### config.mk
export PLATFORM = sky130hd
export DESIGN_NAME = rts_cell
export DESIGN_NICKNAME = d
export VERILOG_FILES = /design/src/hdl/rts_pkg.sv /design/src/hdl/rts_cell.sv
export SDC_FILE = /design/constraint.sdc
export NUM_CORES = 1
export LEC_CHECK = 0
export ABC_AREA = 1
export BUFFER_PORTS_ARGS = -buffer_cell sky130_fd_sc_hd__buf_4
export CAP_MARGIN = 20
export CORE_MARGIN = 4
export CORE_UTILIZATION = 53
export CTS_BUF_LIST = sky130_fd_sc_hd__clkbuf_16
export CTS_CLUSTER_DIAMETER = 150
export DETAILED_ROUTE_END_ITERATION = 8
export GPL_ROUTABILITY_DRIVEN = 0
export PLACE_DENSITY = 0.79
export SETUP_SLACK_MARGIN = 0.02
export SLEW_MARGIN = 20
export SYNTH_ARGS = -nofsm -noshare
export SYNTH_HDL_FRONTEND = slang
export SYNTH_SLANG_ARGS = --single-unit
### constraint.sdc
create_clock -name clk -period 5.8 [get_ports clk]
set_input_delay 0.87 -clock clk [delete_from_list [all_inputs] [get_ports clk]]
set_output_delay 0.87 -clock clk [all_outputs]
set_load 0.01 [all_outputs]
### src/hdl/rts_pkg.sv
// Package for the repeating timer scheduler: opcodes, result codes,
// cell commands, controller states and default sizes. No dependencies.
package rts_pkg;

  localparam int RTS_SLOTS       = 16;
  localparam int RTS_TIME_BITS   = 48;
  localparam int RTS_MAX_RESULTS = 16;
  localparam int RTS_ID_BITS     = 32;
  localparam int RTS_PER_BITS    = 32;
  localparam int RTS_REP_BITS    = 16;

  typedef enum logic [1:0] {
    OP_TICK   = 2'd0,
    OP_START  = 2'd1,
    OP_CANCEL = 2'd2,
    OP_NONE   = 2'd3
  } opcode_t;

  typedef enum logic [2:0] {
    ST_FIRED     = 3'd0,
    ST_START_OK  = 3'd1,
    ST_FULL      = 3'd2,
    ST_CANCELLED = 3'd3,
    ST_NOT_FOUND = 3'd4
  } status_t;

  typedef enum logic [2:0] {
    CMD_IDLE,
    CMD_TICK_INIT,
    CMD_START,
    CMD_CANCEL,
    CMD_FIRE
  } cell_op_t;

  typedef enum logic [1:0] {
    FSM_IDLE,
    FSM_INIT,
    FSM_WAIT
  } fsm_t;

  typedef struct packed {
    cell_op_t                 op;
    logic [RTS_ID_BITS-1:0]   id;
    logic [RTS_PER_BITS-1:0]  period;
    logic [RTS_REP_BITS-1:0]  rep;
  } cmd_t;

endpackage

### src/hdl/rts_cell.sv
// One timer slot of the scheduler chain: holds the slot state and
// passes the running search result (id match, free slot, earliest due) on.
// Depends on rts_pkg.
module rts_cell #(
  parameter int SLOTS     = rts_pkg::RTS_SLOTS,
  parameter int TIME_BITS = rts_pkg::RTS_TIME_BITS,
  parameter int CELL_IDX  = 0
) (
  input  logic                                    clk,
  input  logic                                    rst_n,
  input  rts_pkg::cmd_t                           cmd_i,
  input  logic [$clog2(SLOTS)-1:0]                cmd_idx_i,
  input  logic [TIME_BITS-1:0]                    now_i,
  input  logic [3+3*$clog2(SLOTS)+TIME_BITS-1:0]  chain_i,
  output logic [3+3*$clog2(SLOTS)+TIME_BITS-1:0]  chain_o,
  output logic [rts_pkg::RTS_ID_BITS-1:0]         id_o
);
  import rts_pkg::*;

  localparam int IW    = $clog2(SLOTS);
  localparam int SUM_W = ((TIME_BITS > RTS_PER_BITS) ? TIME_BITS : RTS_PER_BITS) + 1;

  typedef struct packed {
    logic                 m_found;
    logic [IW-1:0]        m_idx;
    logic                 f_found;
    logic [IW-1:0]        f_idx;
    logic                 b_found;
    logic [TIME_BITS-1:0] b_due;
    logic [IW-1:0]        b_idx;
  } chain_t;

  function automatic logic [TIME_BITS-1:0] sat_add(input logic [TIME_BITS-1:0] a,
                                                   input logic [RTS_PER_BITS-1:0] b);
    logic [SUM_W-1:0] s;
    s = SUM_W'(a) + SUM_W'(b);
    if (s > SUM_W'({TIME_BITS{1'b1}})) return {TIME_BITS{1'b1}};
    return TIME_BITS'(s);
  endfunction

  logic                    valid_r, valid_nxt;
  logic                    done_r, done_nxt;
  logic [RTS_ID_BITS-1:0]  id_r, id_nxt;
  logic [TIME_BITS-1:0]    due_r, due_nxt;
  logic [RTS_PER_BITS-1:0] per_r, per_nxt;
  logic [RTS_REP_BITS-1:0] rep_r, rep_nxt;
  chain_t                  chain_in, chain_r, chain_nxt;
  logic                    sel, eligible;

  assign chain_in = chain_i;
  assign chain_o  = chain_r;
  assign id_o     = id_r;
  assign sel      = (cmd_idx_i == IW'(CELL_IDX));
  assign eligible = valid_r && !done_r && (due_r <= now_i);

  always_comb begin
    chain_nxt = chain_in;
    if (!chain_in.m_found && valid_r && id_r == cmd_i.id) begin
      chain_nxt.m_found = 1'b1;
      chain_nxt.m_idx   = IW'(CELL_IDX);
    end
    if (!chain_in.f_found && !valid_r) begin
      chain_nxt.f_found = 1'b1;
      chain_nxt.f_idx   = IW'(CELL_IDX);
    end
    // strict compare keeps the lower slot on ties
    if (eligible && (!chain_in.b_found || due_r < chain_in.b_due)) begin
      chain_nxt.b_found = 1'b1;
      chain_nxt.b_due   = due_r;
      chain_nxt.b_idx   = IW'(CELL_IDX);
    end
  end

  always_comb begin
    valid_nxt = valid_r;
    done_nxt  = done_r;
    id_nxt    = id_r;
    due_nxt   = due_r;
    per_nxt   = per_r;
    rep_nxt   = rep_r;
    unique case (cmd_i.op)
      CMD_TICK_INIT: begin
        done_nxt = 1'b0;
        if (valid_r && due_r == '0) valid_nxt = 1'b0;
      end
      CMD_START: if (sel) begin
        valid_nxt = 1'b1;
        done_nxt  = 1'b0;
        id_nxt    = cmd_i.id;
        due_nxt   = sat_add(now_i, cmd_i.period);
        per_nxt   = cmd_i.period;
        rep_nxt   = cmd_i.rep;
      end
      CMD_CANCEL: if (sel) valid_nxt = 1'b0;
      CMD_FIRE: if (sel) begin
        done_nxt = 1'b1;
        if (rep_r == '0 || per_r == '0) begin
          valid_nxt = 1'b0;
        end else begin
          rep_nxt = rep_r - 1'b1;
          if (rep_r == RTS_REP_BITS'(1)) valid_nxt = 1'b0;
          else due_nxt = sat_add(now_i, per_r);
        end
      end
      default: ;
    endcase
  end

  always_ff @(posedge clk) begin
    if (!rst_n) begin
      valid_r <= 1'b0;
      done_r  <= 1'b0;
    end else begin
      valid_r <= valid_nxt;
      done_r  <= done_nxt;
    end
    id_r    <= id_nxt;
    due_r   <= due_nxt;
    per_r   <= per_nxt;
    rep_r   <= rep_nxt;
    chain_r <= chain_nxt;
  end

endmodule

==> flow_summary.ini <==
[cts]
cts_num_sinks = 193
insertion_delay_ps = 480
holdBufCountCts = 0
cts_tree = done
cts_max_level = 4
cts_root_buffer = clkbuf_16
cts_buffer_depth = 2
post_cts_resized = 0
clk_pin_slew_ps = 80
cts_setup_buffers = 0
numCtsBuffers = 17

[synth]
netlist.area_leader.share = 0.227
synth_top_family_by_area = simple AND/OR/NAND/NOR gates
synth_flop_cell = edfxtp_1
yosysSeqAreaShare = 0.304
synth_compound_area_frac = 0.0680
muxShareOfSynthArea = 0
synth_cell_types = 49
syn_avg_cell_area_sq_um = 6.59
synthSimpleGateAreaFrac = 0.366
netlist_instances = 2568
synth_top_area_cell = edfxtp_1
synth-async-reset-ratio = 0
ys_warn_count = 0
synthAdderAreaFrac = 0.121
synth_xor_area_frac = 0.0316
synth-edff-count = 128
synth.net_count = 2931
synth.area.top_cells = edfxtp_1, nand2_1, ha_1
synth_area_sq_um = 16900
synth_seq_cells = 193

[timing]
fmax_mhz = 306
timing.max_slew.rel_slack = 0.482
worstMarginPinSlew_ps = 776
slew_violations = 0
fin_crit_sh = 0.564
post-route-min-period_ps = 3270
setup_viol = 0
skew_ps = 18.5
timing.final.hold_violations = 0
setup-tns-final_ps = 0
rsz0062_at_grt = no

[critical_path]
path_class = in2reg
crit_top_cell = nand2_1
cp-end-kind = flop
cpLargestDelayFamily = simple AND/OR/NAND/NOR gates
worst-endpoint-arrival_ps = 3630
cp_slowest_cell = nand3_4
critPathMaxStageDelay_ps = 600
path_cells = buf_4 -> inv_1 -> ha_1 -> nand2_1 -> inv_1 -> nand3_1 -> nor3_1 -> nor3b_1 -> nand2_1 -> nand2_1 -> buf_4 -> nand3_4 -> nand2_1 -> nand2_1
critPathMaxFanout = 53
required_ps = 6150
cp-start-kind = primary input
r2r_slack_ps = 2580
path_buf_inv = 4

[cells_and_area]
nets = 3217
diodes = 0
drive_gt1_frac = 0.137
fillers = 2828
final_cell_mix = nand2_1, inv_1, buf_4
area_growth_pct = 19.1
final_common_cell = nand2_1

[route]
dr.pass1.iters = 8
routed_wl_um = 62300
drcViolationCount = 0
initialDrtViolationCount = 2721
dr_total_vias = 18661
via_per_inst = 5.71
wire_per_inst_um = 19.1
drtAntennaViolNets = 0

[placed_design]
dp_hpwl_um = 51000
port_buffers = 294

[flow_run]
max_cap_violations = 0

[global_routing]
grt_max_degree = 54
antenna_found_initial = 0
grtUsageTotal = 0.343
grt_pass1_wl_um = 94900
first_global_vias = 17761
gr-total-overflow = 0

[power_and_ir_drop]
leakagePower_nw = 10.6
ir_drop_mv = 0.222
powerDensity_nw_per_um2 = 187
finalPower_mw = 3.76

[floorplanning]
io_pins = 295
initial_core_util = 0.536
fp.dieH_um = 187
die_w_um = 187
die_area_sq_um = 34900
fp-row-count = 65
core-area_sq_um = 31600

[worst_hold_path]
hold_path_class = reg2reg

[run_status]
status = finished clean
[stage by stage]
| stage | setup slack (ps) | cell area (sq um) | hold slack (ps) | instances | util |
|---|---|---|---|---|---|
| finish | 2530 | 20200 | 535 | 3269 | 0.639 |
| global route | 2290 | 20200 | 561 | 3269 | 0.639 |
| CTS | 2070 | 20100 | 538 | 3268 | 0.638 |
| detailed placement | 1650 | 19500 | 521 | 3236 | 0.619 |
| global placement | 1670 | 19500 | 526 | 3236 | 0.619 |
| floorplan | 208 | 16900 | 457 | 2568 | - |
[kinds of logic after synthesis]
family          after synthesis
buf+inv                     479
simple gates               1462
compound gates              210
flops                       193
xor+xnor                     61
fa+ha+maj                   163
[report_power, final]
group	switching, mW	internal, mW	leakage (nW)
registers	0.0167	1.51	1.70
logic	0.627	0.370	8.65
clock network	0.617	0.625	0.297
total	1.26	2.50	10.6
[worst reg2reg max path: cells and delay by family, from the launching register on]
kind                     cells  cell delay (ps)
AND/OR/NAND/NOR              9             1820
flip-flops                   1              500
buffers and inverters        1              440
adder cells (fa/ha/maj)      1              350
[path summary, 6_finish.rpt]
check                     startpoint                  end  cells past startpoint
setup / recovery           now_i[11]  chain_o[14]$_DFF_P_                     14
hold / removal    due_r[0]$_DFFE_PP_   chain_o[4]$_DFF_P_                      2
setup reg to reg  due_r[7]$_DFFE_PP_  chain_o[14]$_DFF_P_                     11
hold reg to reg   due_r[0]$_DFFE_PP_   chain_o[4]$_DFF_P_                      2
[cell usage after synthesis, drive strengths merged, types with 6 or more instances]
cell type  number
clkbuf         13
dfxtp          65
nor4           16
buf            20
o21bai          9
nor3           33
nand3         139
inv           446
nand3b         12
ha            161
xor2           19
o21ai          61
o21a            6
nand4          80
xnor2          42
nor2          257
and2           10
a31oi           6
nand2         905
a21oi         111
edfxtp        128
[state kept, by name, summed over array words and instances (netlist names)]
| name | cells |
|---|---|
| rep_r | 16 |
| id_o | 32 |
| due_r | 48 |
| done_r | 1 |
| chain_o | 63 |
| per_r | 32 |
| valid_r | 1 |
[area by class of cell]
class	count	area (sq um)	share of cell area
Sequential cell	193	5140	0.255
Clock inverter	13	133	0.00658
Timing Repair Buffer	300	2260	0.112
Clock buffer	19	475	0.0236
Tap cell	402	503	0.0250
Inverter	446	1680	0.0833
Multi-Input combinational cell	1896	9960	0.494
[routing by layer]
layer,track usage,up-vias,part of all wire
li1,-,8777,-
met1,0.434,8332,0.37
met2,0.550,1297,0.44
met3,0.0780,255,0.12
met4,0.180,0,0.064
met5,0,-,0
Note: power is estimated with default switching activity, not from simulation.
